--- config.mk ---
export PLATFORM = sky130hd
export DESIGN_NAME = lru_key_value_cache_unit_flat
export DESIGN_NICKNAME = d
export VERILOG_FILES = /design/src/lkv_pkg.sv /design/src/lkv_in_if.sv /design/src/lkv_out_if.sv /design/src/lkv_cell.sv /design/src/lru_key_value_cache_unit.sv /design/src/flat_wrapper.sv
export SDC_FILE = /design/constraint.sdc
export NUM_CORES = 2
export LEC_CHECK = 0
export BUFFER_PORTS_ARGS = -buffer_cell sky130_fd_sc_hd__buf_4
export CORE_MARGIN = 3
export CORE_UTILIZATION = 58
export CTS_CLUSTER_SIZE = 10
export DETAILED_ROUTE_END_ITERATION = 10
export PLACE_DENSITY = 0.78
export SYNTH_ARGS = -nofsm -noshare
export SYNTH_HDL_FRONTEND = slang
export SYNTH_SLANG_ARGS = --single-unit
--- constraint.sdc ---
create_clock -name clk -period 11.8 [get_ports clk]
set_input_delay 1.77 -clock clk [delete_from_list [all_inputs] [get_ports clk]]
set_output_delay 1.77 -clock clk [all_outputs]
set_load 0.005 [all_outputs]
--- src/lkv_pkg.sv ---
// ----------------------------------------------------------------------------
// lkv_pkg: shared types and constants for the LRU key-value cache
// Entry layout, per-beat control to the cell row and operation codes.
// ----------------------------------------------------------------------------
package lkv_pkg;

  localparam int ENTRIES = 16;
  localparam int KEY_W   = 32;
  localparam int VAL_W   = 32;
  localparam int CAP_W   = 5;
  localparam int CNT_W   = $clog2(ENTRIES + 1);
  // common width for comparing the fill count against the capacity register
  localparam int CMP_W   = (CNT_W > CAP_W) ? CNT_W : CAP_W;

  localparam logic [CAP_W-1:0] CAP_RESET = CAP_W'(16);

  typedef enum logic {
    FUNC_GET = 1'b0,
    FUNC_PUT = 1'b1
  } func_t;

  typedef struct packed {
    logic                    valid;
    logic signed [KEY_W-1:0] key;
    logic signed [VAL_W-1:0] value;
  } entry_t;

  // broadcast to every cell for the beat being taken
  typedef struct packed {
    logic fire;   // a beat is accepted this cycle
    logic get;    // operation is a lookup
    logic hit;    // key found somewhere in the row
    logic evict;  // miss put with the fill count at capacity: drop the least recent entry
  } cell_ctl_t;

endpackage

--- src/lkv_in_if.sv ---
// ----------------------------------------------------------------------------
// lkv_in_if: request channel of the LRU key-value cache
// Valid/ready handshake carrying operation, key and value.
// ----------------------------------------------------------------------------
interface lkv_in_if;
  logic                            valid;
  logic                            ready;
  logic                            func;
  logic signed [lkv_pkg::KEY_W-1:0] key;
  logic signed [lkv_pkg::VAL_W-1:0] value;

  modport source (output valid, output func, output key, output value, input ready);
  modport sink   (input valid, input func, input key, input value, output ready);
endinterface

--- src/lkv_out_if.sv ---
// ----------------------------------------------------------------------------
// lkv_out_if: response channel of the LRU key-value cache
// Valid/ready handshake carrying hit flag, read value and eviction report.
// ----------------------------------------------------------------------------
interface lkv_out_if;
  logic                            valid;
  logic                            ready;
  logic                            hit;
  logic signed [lkv_pkg::VAL_W-1:0] read_value;
  logic                            evicted;
  logic signed [lkv_pkg::KEY_W-1:0] evicted_key;

  modport source (output valid, output hit, output read_value, output evicted,
                  output evicted_key, input ready);
  modport sink   (input valid, input hit, input read_value, input evicted,
                  input evicted_key, output ready);
endinterface

--- src/lkv_cell.sv ---
// ----------------------------------------------------------------------------
// lkv_cell: one recency slot of the LRU key-value cache
// Holds one entry, compares it with the request key and takes its
// neighbour's entry when the row shifts towards the least recent end.
// ----------------------------------------------------------------------------
module lkv_cell (
  input  logic                             clk,
  input  logic                             rst_n,
  input  lkv_pkg::cell_ctl_t               ctl,
  input  logic signed [lkv_pkg::KEY_W-1:0] req_key,
  input  lkv_pkg::entry_t                  prev,
  input  logic                             next_valid,
  input  logic                             seen_in,
  output logic                             seen_out,
  input  logic signed [lkv_pkg::VAL_W-1:0] hit_val_in,
  output logic signed [lkv_pkg::VAL_W-1:0] hit_val_out,
  input  logic signed [lkv_pkg::KEY_W-1:0] evk_in,
  output logic signed [lkv_pkg::KEY_W-1:0] evk_out,
  output lkv_pkg::entry_t                  self
);

  logic                             valid_r, valid_nxt;
  logic signed [lkv_pkg::KEY_W-1:0] key_r, key_nxt;
  logic signed [lkv_pkg::VAL_W-1:0] val_r, val_nxt;
  logic                             match;
  logic                             last;
  logic                             shift;

  assign match = valid_r && (key_r == req_key);
  // least recent entry: valid with nothing valid behind it
  assign last  = valid_r && !next_valid;

  assign seen_out    = seen_in | match;
  assign hit_val_out = hit_val_in | (match ? val_r : '0);
  assign evk_out     = evk_in | (last ? key_r : '0);

  assign self.valid = valid_r;
  assign self.key   = key_r;
  assign self.value = val_r;

  always_comb begin
    shift = 1'b0;
    if (ctl.fire) begin
      if (ctl.hit) begin
        // advance every slot up to and including the first match
        shift = !seen_in;
      end else if (!ctl.get) begin
        shift = ctl.evict ? valid_r : prev.valid;
      end
    end
    valid_nxt = shift ? prev.valid : valid_r;
    key_nxt   = shift ? prev.key   : key_r;
    val_nxt   = shift ? prev.value : val_r;
  end

  always_ff @(posedge clk) begin
    if (!rst_n) begin
      valid_r <= 1'b0;
    end else begin
      valid_r <= valid_nxt;
    end
  end

  always_ff @(posedge clk) begin
    key_r <= key_nxt;
    val_r <= val_nxt;
  end

endmodule

--- src/lru_key_value_cache_unit.sv ---
// ----------------------------------------------------------------------------
// lru_key_value_cache_unit: fully associative key-value cache, LRU replacement
// Row of slot cells ordered by recency; slot 0 is the most recent entry.
//
//   channel   dir  handshake          payload
//   in_ch     in   valid/ready        func, key, value
//   out_ch    out  valid/ready        hit, read_value, evicted, evicted_key
//   cfg_*     in   write enable only  capacity_in_use (5 bits)
//
// One beat per cycle: compare, promote and shift across the cell row all
// complete in the accepting cycle, and the response is registered.
// A new request is taken whenever the response register is empty or is
// being drained in the same cycle; a stalled response holds the input off.
// Synchronous reset empties every slot and sets capacity to 16.
// ----------------------------------------------------------------------------
module lru_key_value_cache_unit (
  input  logic                        clk,
  input  logic                        rst_n,
  lkv_in_if.sink                      in_ch,
  lkv_out_if.source                   out_ch,
  input  logic                        cfg_we,
  input  logic [lkv_pkg::CAP_W-1:0]   cfg_wdata
);

  localparam int E = lkv_pkg::ENTRIES;

  logic [lkv_pkg::CAP_W-1:0] cap_r;
  logic [lkv_pkg::CNT_W-1:0] count_r, count_nxt;
  logic [lkv_pkg::CMP_W-1:0] eff_cap;
  logic [lkv_pkg::CMP_W-1:0] count_ext;

  logic                             out_valid_r;
  logic                             hit_r;
  logic signed [lkv_pkg::VAL_W-1:0] read_value_r;
  logic                             evicted_r;
  logic signed [lkv_pkg::KEY_W-1:0] evicted_key_r;

  logic                             fire;
  logic                             is_get;
  logic                             any_hit;
  logic                             do_evict;
  lkv_pkg::cell_ctl_t               ctl;
  lkv_pkg::entry_t                  new_entry;

  logic                             seen    [E+1];
  logic signed [lkv_pkg::VAL_W-1:0] hit_val [E+1];
  logic signed [lkv_pkg::KEY_W-1:0] evk     [E+1];
  lkv_pkg::entry_t                  cells   [E];

  assign in_ch.ready = !out_valid_r || out_ch.ready;
  assign fire        = in_ch.valid && in_ch.ready;
  assign is_get      = (in_ch.func == lkv_pkg::FUNC_GET);

  // capacity register clamped to 1..ENTRIES
  always_comb begin
    eff_cap = lkv_pkg::CMP_W'(cap_r);
    if (cap_r == '0) begin
      eff_cap = lkv_pkg::CMP_W'(1);
    end
    if (eff_cap > lkv_pkg::CMP_W'(E)) begin
      eff_cap = lkv_pkg::CMP_W'(E);
    end
  end

  assign count_ext = lkv_pkg::CMP_W'(count_r);
  assign any_hit   = seen[E];
  assign do_evict  = !is_get && !any_hit && (count_ext >= eff_cap);

  assign ctl.fire  = fire;
  assign ctl.get   = is_get;
  assign ctl.hit   = any_hit;
  assign ctl.evict = do_evict;

  assign new_entry.valid = 1'b1;
  assign new_entry.key   = in_ch.key;
  assign new_entry.value = is_get ? hit_val[E] : in_ch.value;

  assign seen[0]    = 1'b0;
  assign hit_val[0] = '0;
  assign evk[0]     = '0;

  for (genvar i = 0; i < E; i++) begin : g_cell
    lkv_cell u_cell (
      .clk         (clk),
      .rst_n       (rst_n),
      .ctl         (ctl),
      .req_key     (in_ch.key),
      .prev        ((i == 0) ? new_entry : cells[(i == 0) ? 0 : i-1]),
      .next_valid  ((i == E-1) ? 1'b0 : cells[(i == E-1) ? i : i+1].valid),
      .seen_in     (seen[i]),
      .seen_out    (seen[i+1]),
      .hit_val_in  (hit_val[i]),
      .hit_val_out (hit_val[i+1]),
      .evk_in      (evk[i]),
      .evk_out     (evk[i+1]),
      .self        (cells[i])
    );
  end

  always_comb begin
    count_nxt = count_r;
    if (fire && !is_get && !any_hit && !do_evict) begin
      count_nxt = count_r + lkv_pkg::CNT_W'(1);
    end
  end

  always_ff @(posedge clk) begin
    if (!rst_n) begin
      cap_r       <= lkv_pkg::CAP_RESET;
      count_r     <= '0;
      out_valid_r <= 1'b0;
    end else begin
      if (cfg_we) begin
        cap_r <= cfg_wdata;
      end
      count_r <= count_nxt;
      if (fire) begin
        out_valid_r <= 1'b1;
      end else if (out_ch.ready) begin
        out_valid_r <= 1'b0;
      end
    end
  end

  // response payload, held while the beat is stalled
  always_ff @(posedge clk) begin
    if (fire) begin
      hit_r         <= any_hit;
      read_value_r  <= is_get ? (any_hit ? hit_val[E] : -32'sd1) : '0;
      evicted_r     <= do_evict;
      evicted_key_r <= do_evict ? evk[E] : '0;
    end
  end

  assign out_ch.valid       = out_valid_r;
  assign out_ch.hit         = hit_r;
  assign out_ch.read_value  = read_value_r;
  assign out_ch.evicted     = evicted_r;
  assign out_ch.evicted_key = evicted_key_r;

endmodule

--- src/flat_wrapper.sv ---
// flat-port wrapper written by rule: the top's interface ports become plain ports
module lru_key_value_cache_unit_flat 
  (clk, rst_n, cfg_we, cfg_wdata, in_ch_valid, in_ch_func, in_ch_key, in_ch_value, in_ch_ready, out_ch_valid, out_ch_hit, out_ch_read_value, out_ch_evicted, out_ch_evicted_key, out_ch_ready);
  lkv_in_if in_ch_i ();
  lkv_out_if out_ch_i ();
  input  logic clk;
  input  logic rst_n;
  input  logic cfg_we;
  input  logic [lkv_pkg::CAP_W-1:0] cfg_wdata;
  input wire logic [$bits(in_ch_i.valid)-1:0] in_ch_valid;
  input wire logic [$bits(in_ch_i.func)-1:0] in_ch_func;
  input wire logic [$bits(in_ch_i.key)-1:0] in_ch_key;
  input wire logic [$bits(in_ch_i.value)-1:0] in_ch_value;
  output wire logic [$bits(in_ch_i.ready)-1:0] in_ch_ready;
  output wire logic [$bits(out_ch_i.valid)-1:0] out_ch_valid;
  output wire logic [$bits(out_ch_i.hit)-1:0] out_ch_hit;
  output wire logic [$bits(out_ch_i.read_value)-1:0] out_ch_read_value;
  output wire logic [$bits(out_ch_i.evicted)-1:0] out_ch_evicted;
  output wire logic [$bits(out_ch_i.evicted_key)-1:0] out_ch_evicted_key;
  input wire logic [$bits(out_ch_i.ready)-1:0] out_ch_ready;
  assign in_ch_i.valid = in_ch_valid;
  assign in_ch_i.func = in_ch_func;
  assign in_ch_i.key = in_ch_key;
  assign in_ch_i.value = in_ch_value;
  assign in_ch_ready = in_ch_i.ready;
  assign out_ch_valid = out_ch_i.valid;
  assign out_ch_hit = out_ch_i.hit;
  assign out_ch_read_value = out_ch_i.read_value;
  assign out_ch_evicted = out_ch_i.evicted;
  assign out_ch_evicted_key = out_ch_i.evicted_key;
  assign out_ch_i.ready = out_ch_ready;
  lru_key_value_cache_unit u_core (.clk(clk), .rst_n(rst_n), .in_ch(in_ch_i), .out_ch(out_ch_i), .cfg_we(cfg_we), .cfg_wdata(cfg_wdata));
endmodule
==> metrics.md <==
| Metric | Value |
|---|---|
| Status | finished, final reports clean |
| Cells resized by post-CTS repair | 0 |
| Stage delay of the slowest cell on the critical path | roughly 1100 ps |
| Max Transition Viols Final | 0 |
| Setup repair after global routing missed its margin | no |
| Htree depth | 4 |
| TritonRoute pass-1 iters | 7 |
| Post-layout util | 0.6607 |
| FMAX | between 100 and 150 MHz |
| Std-Cell Rows | approximately 110 |
| Number of hold buffers added after CTS | 0 |
| Antenna violations before repair | 19 |
| Complex-gate fraction of the synthesized area | 0.09815 |
| Vias per std cell | approximately 8.0 |
| Kind of capture point of the worst setup path | flop |
| Peak supply drop | between 0.00015 and 0.0002 V |
| TritonCTS Buffers | between 100 and 150 |
| EDFF count, synth | around 1100 |
| Final worst path period share | 0.5952 |
| Layout-stage area growth over the synthesis result | 12.27% |
| Core Area | about 0.083 sq mm |
| Cell at the root of the clock tree | clkbuf_16 |
| Flip-flop and latch count after synthesis | ~1100 |
| Sum of net half-perimeters after detailed placement | roughly 150 mm |
| Mean routed wirelength per cell | ~48 um |
| Mean cell area of the mapped netlist | roughly 15 sq um |
| Final setup violating endpoints | 0 |
| Hold crit path type | reg2reg |
| Capture instance of the worst register-to-register path | u_core.g_cell[1].u_cell.key_r[7] |
| Routability-driven placement congestion ratio | around 1.2 |
| Maximum fanout count along the critical path | 39 |
| Cell area power density | ~160 mW/mm^2 |
| Power, Total | about 8500 uW |
| Total congestion overflow after global routing | 0 |
| Simple-gate share of the synthesized area | 0.08898 |
| Xor and xnor fraction of the mapped netlist area | 0.09253 |
| Most used DFF post-synth | edfxtp_1 |
| Die extent in y | slightly below 300 um |
| Clock network fraction of design power | 0.436 |
| Initial Utilization | 0.5885 |
| Multiplexer share of the synthesized area | 0.008478 |
| Number of sinks handled by clock tree synthesis | roughly 1100 |
| Combinational Power Share | 0.053 |
| CP dominant cell by count | buf_4 |
| Number of standard cells after synthesis | about 3300 |
| Slack of the worst reg-to-reg path | between 5000 and 6000 ps |
| Slowest cell on the critical path | nor4_1 |
| Final antenna-violating net count | 0 |
| Data arrival time of the critical path | 7410 ps |
| Net count after synthesis | 3385 |
| Overall fraction of global-route tracks in use | 0.5044 |
| Via count of the first global-routing pass | 33750 |
| MaxCap Viol Count | 0 |
| Clock tree buffer depth | 3 |
| DRT Wirelength | about 220 mm |
| Hold Fails Final Rpt | 0 |
| Post-synthesis adder-cell area fraction | 0.001546 |
| Leakage component of the power | around 0.018 uW |
| Cell Chain, Critical Path | buf_4 -> xor2_1 -> nor4_1 -> nand3_1 -> nor4_4 -> buf_4 -> nor3_2 -> or4b_1 -> or3_4 -> nand2_1 -> nand2_4 -> buf_4 |
| Fraction of final layout cells with drive strength greater than 1 | 0.1216 |
| Source of the worst hold timing path | u_core.g_cell[14].u_cell.val_r[27] |
| Via Count | around 37000 |
| Launching element type of the critical path | input port |
| Main combinational cell family by area after synthesis | compound AO/OA/AOI/OAI gates |
| Skew-Pair Late Insertion Delay | about 770 ps |
| Period minus WS final | between 7000 and 8000 ps |
| Power share of the sequential group | 0.510 |
| Timing endpoint of the critical path | u_core.g_cell[1].u_cell.key_r[7] |
| CTS tree | built |
| Switching power of the nets | a little under 2000 uW |
| Sequential fraction of the synthesis area | 0.6852 |
| Logic depth of the worst register-to-register path | 11 |
| Net total in the final layout | between 3000 and 4000 |
| Type of the setup path with the least slack | in2reg |
| Distinct cells, synth | 70 |
| Post-Route Skew | around 38 ps |
| Drt initial violations | ~7700 |
| Yosys synthesis warning count | 0 |
| Proportion of register bits with asynchronous set or reset after synthesis | 0 |
| Setup TNS | 0 ps |
| Worst r2r src | u_core.g_cell[9].u_cell.key_r[15] |
| Worst setup path start | in_ch_key[15] |
| Worst-Margin Slew | ~1400 ps |
| Number of buffer cells added on primary ports | 142 |
| Worst slew margin | 0.04001 |
| Internal power | 6550 uW |
| Clk slew on worst S/H paths | ~50 ps |
| Summed instance area of the synthesized netlist | 0.04856 sq mm |
| Setup fix buffers added after clock tree synthesis | 0 |
| Total Die Area | 0.08722 sq mm |
| Proportion of total power due to net switching | 0.2327 |
| Floorplan die width | 295.3 um |
| Required time at the worst-slack endpoint | around 12000 ps |
| Global-route wire length before repair | roughly 300 mm |
| Largest net degree at the start of global routing | 65 |
| Number of top-level design ports | 143 |
| # DRC | 0 |
[cell usage after synthesis (43+ instances only)]
cell / count / share of area
nand2_1: 85 / 0.0066
nand4_1: 60 / 0.0077
xnor2_1: 58 / 0.010
nand3_1: 139 / 0.014
clkbuf_1: 85 / 0.0066
a22oi_1: 300 / 0.046
nor2_1: 150 / 0.012
edfxtp_1: 1090 / 0.67
nor4_1: 193 / 0.025
xor2_1: 455 / 0.082
inv_1: 48 / 0.0037
a21oi_1: 49 / 0.0051
a22o_1: 106 / 0.019
a221oi_1: 107 / 0.019
buf_2: 43 / 0.0044
[per-stage QoR]
stage | setup slack, ps | area [sq um] | cells | hold slack (ps)
4_1_cts | 5198 | 54490 | 4565 | 438.9
6_report | 4777 | 54510 | 4574 | 440.0
5_1_grt | 4866 | 54490 | 4565 | 450.1
3_5_place_dp | 4453 | 50740 | 4393 | 433.5
3_3_place_gp | 4442 | 50740 | 4393 | 427.5
2_1_floorplan | 2544 | 48560 | 3304 | 426.4
[worst max-delay path, delay by kind of cell]
family	cells	cell delay, ps
xor gates and xnor gates	1	280
buffers and inverters	3	1570
and+or+nand+nor	8	3580
[cells by family after synthesis]
logic type / count (synthesis)
AOI/OAI and AO/OA: 618
xor gates and xnor gates: 513
adders and majority gates: 6
buffers and inverters: 238
DFF: 1117
muxes: 41
and+or+nand+nor: 771
[how the worst min path moves through the flow]
stage	end	slack (ps)	cells after the start
2_1_floorplan	u_core.g_cell[10].u_cell.val_r[0]	430	0
3_3_place_gp	u_core.g_cell[6].u_cell.val_r[23]	430	0
3_5_place_dp	u_core.g_cell[15].u_cell.val_r[12]	430	0
4_1_cts	u_core.g_cell[4].u_cell.val_r[9]	440	0
5_1_grt	u_core.g_cell[4].u_cell.val_r[9]	450	0
6_report	u_core.g_cell[15].u_cell.val_r[27]	440	0
[flip-flops by register name, indices dropped and copies added, names as in the netlist]
| register | flops |
|---|---|
| u_core.g_cell.u_cell.key_r | 512 |
| u_core.g_cell.u_cell.val_r | 512 |
| u_core.out_ch.evicted_key | 32 |
| u_core.out_ch.read_value | 32 |
| u_core.g_cell.u_cell.valid_r | 16 |
| u_core.cap_r | 5 |
| u_core.count_ext | 5 |
| u_core.out_ch.evicted | 1 |
| u_core.out_ch.hit | 1 |
| u_core.out_ch.valid | 1 |
[power by group through the flow]
stage          clock network, uW  registers, uW  logic [uW]
6_report                    3720           4360         456
4_1_cts                     3700           4360         425
3_5_place_dp                   0           4440         421
5_1_grt                     3850           4360         446
2_1_floorplan                  0           4430         202
3_3_place_gp                   0           4440         424
[area by class of cell]
cell class	instances	area (sq um)
diodes	9	22.52
clock buffers	152	3442
clock inverters	20	301.5
fillers	5503	27990
inverters	48	182.7
multi-input cells	1949	14380
flip-flops and latches	1117	33270
well taps	1070	1339
repair buffers	209	1569
[routing by layer]
metal | wire length (um) | GRT usage | up-vias
li1 | - | - | 13360
met5 | 115 | 0 | -
met1 | 77810 | 0.6969 | 17910
met2 | 90770 | 0.7120 | 4499
met4 | 13320 | 0.2173 | 16
met3 | 38750 | 0.2021 | 850
[cell usage in the layout (no fill, tap or decap), types with 80 or more instances in the layout]
| cell type | n |
|---|---|
| a221oi_1 | 107 |
| a22o_1 | 106 |
| a22oi_1 | 300 |
| buf_4 | 209 |
| clkbuf_16 | 135 |
| edfxtp_1 | 1090 |
| nand2_1 | 80 |
| nand3_1 | 138 |
| nor2_1 | 144 |
| nor4_1 | 192 |
| xor2_1 | 455 |
Power figures use the tool's default switching activity.
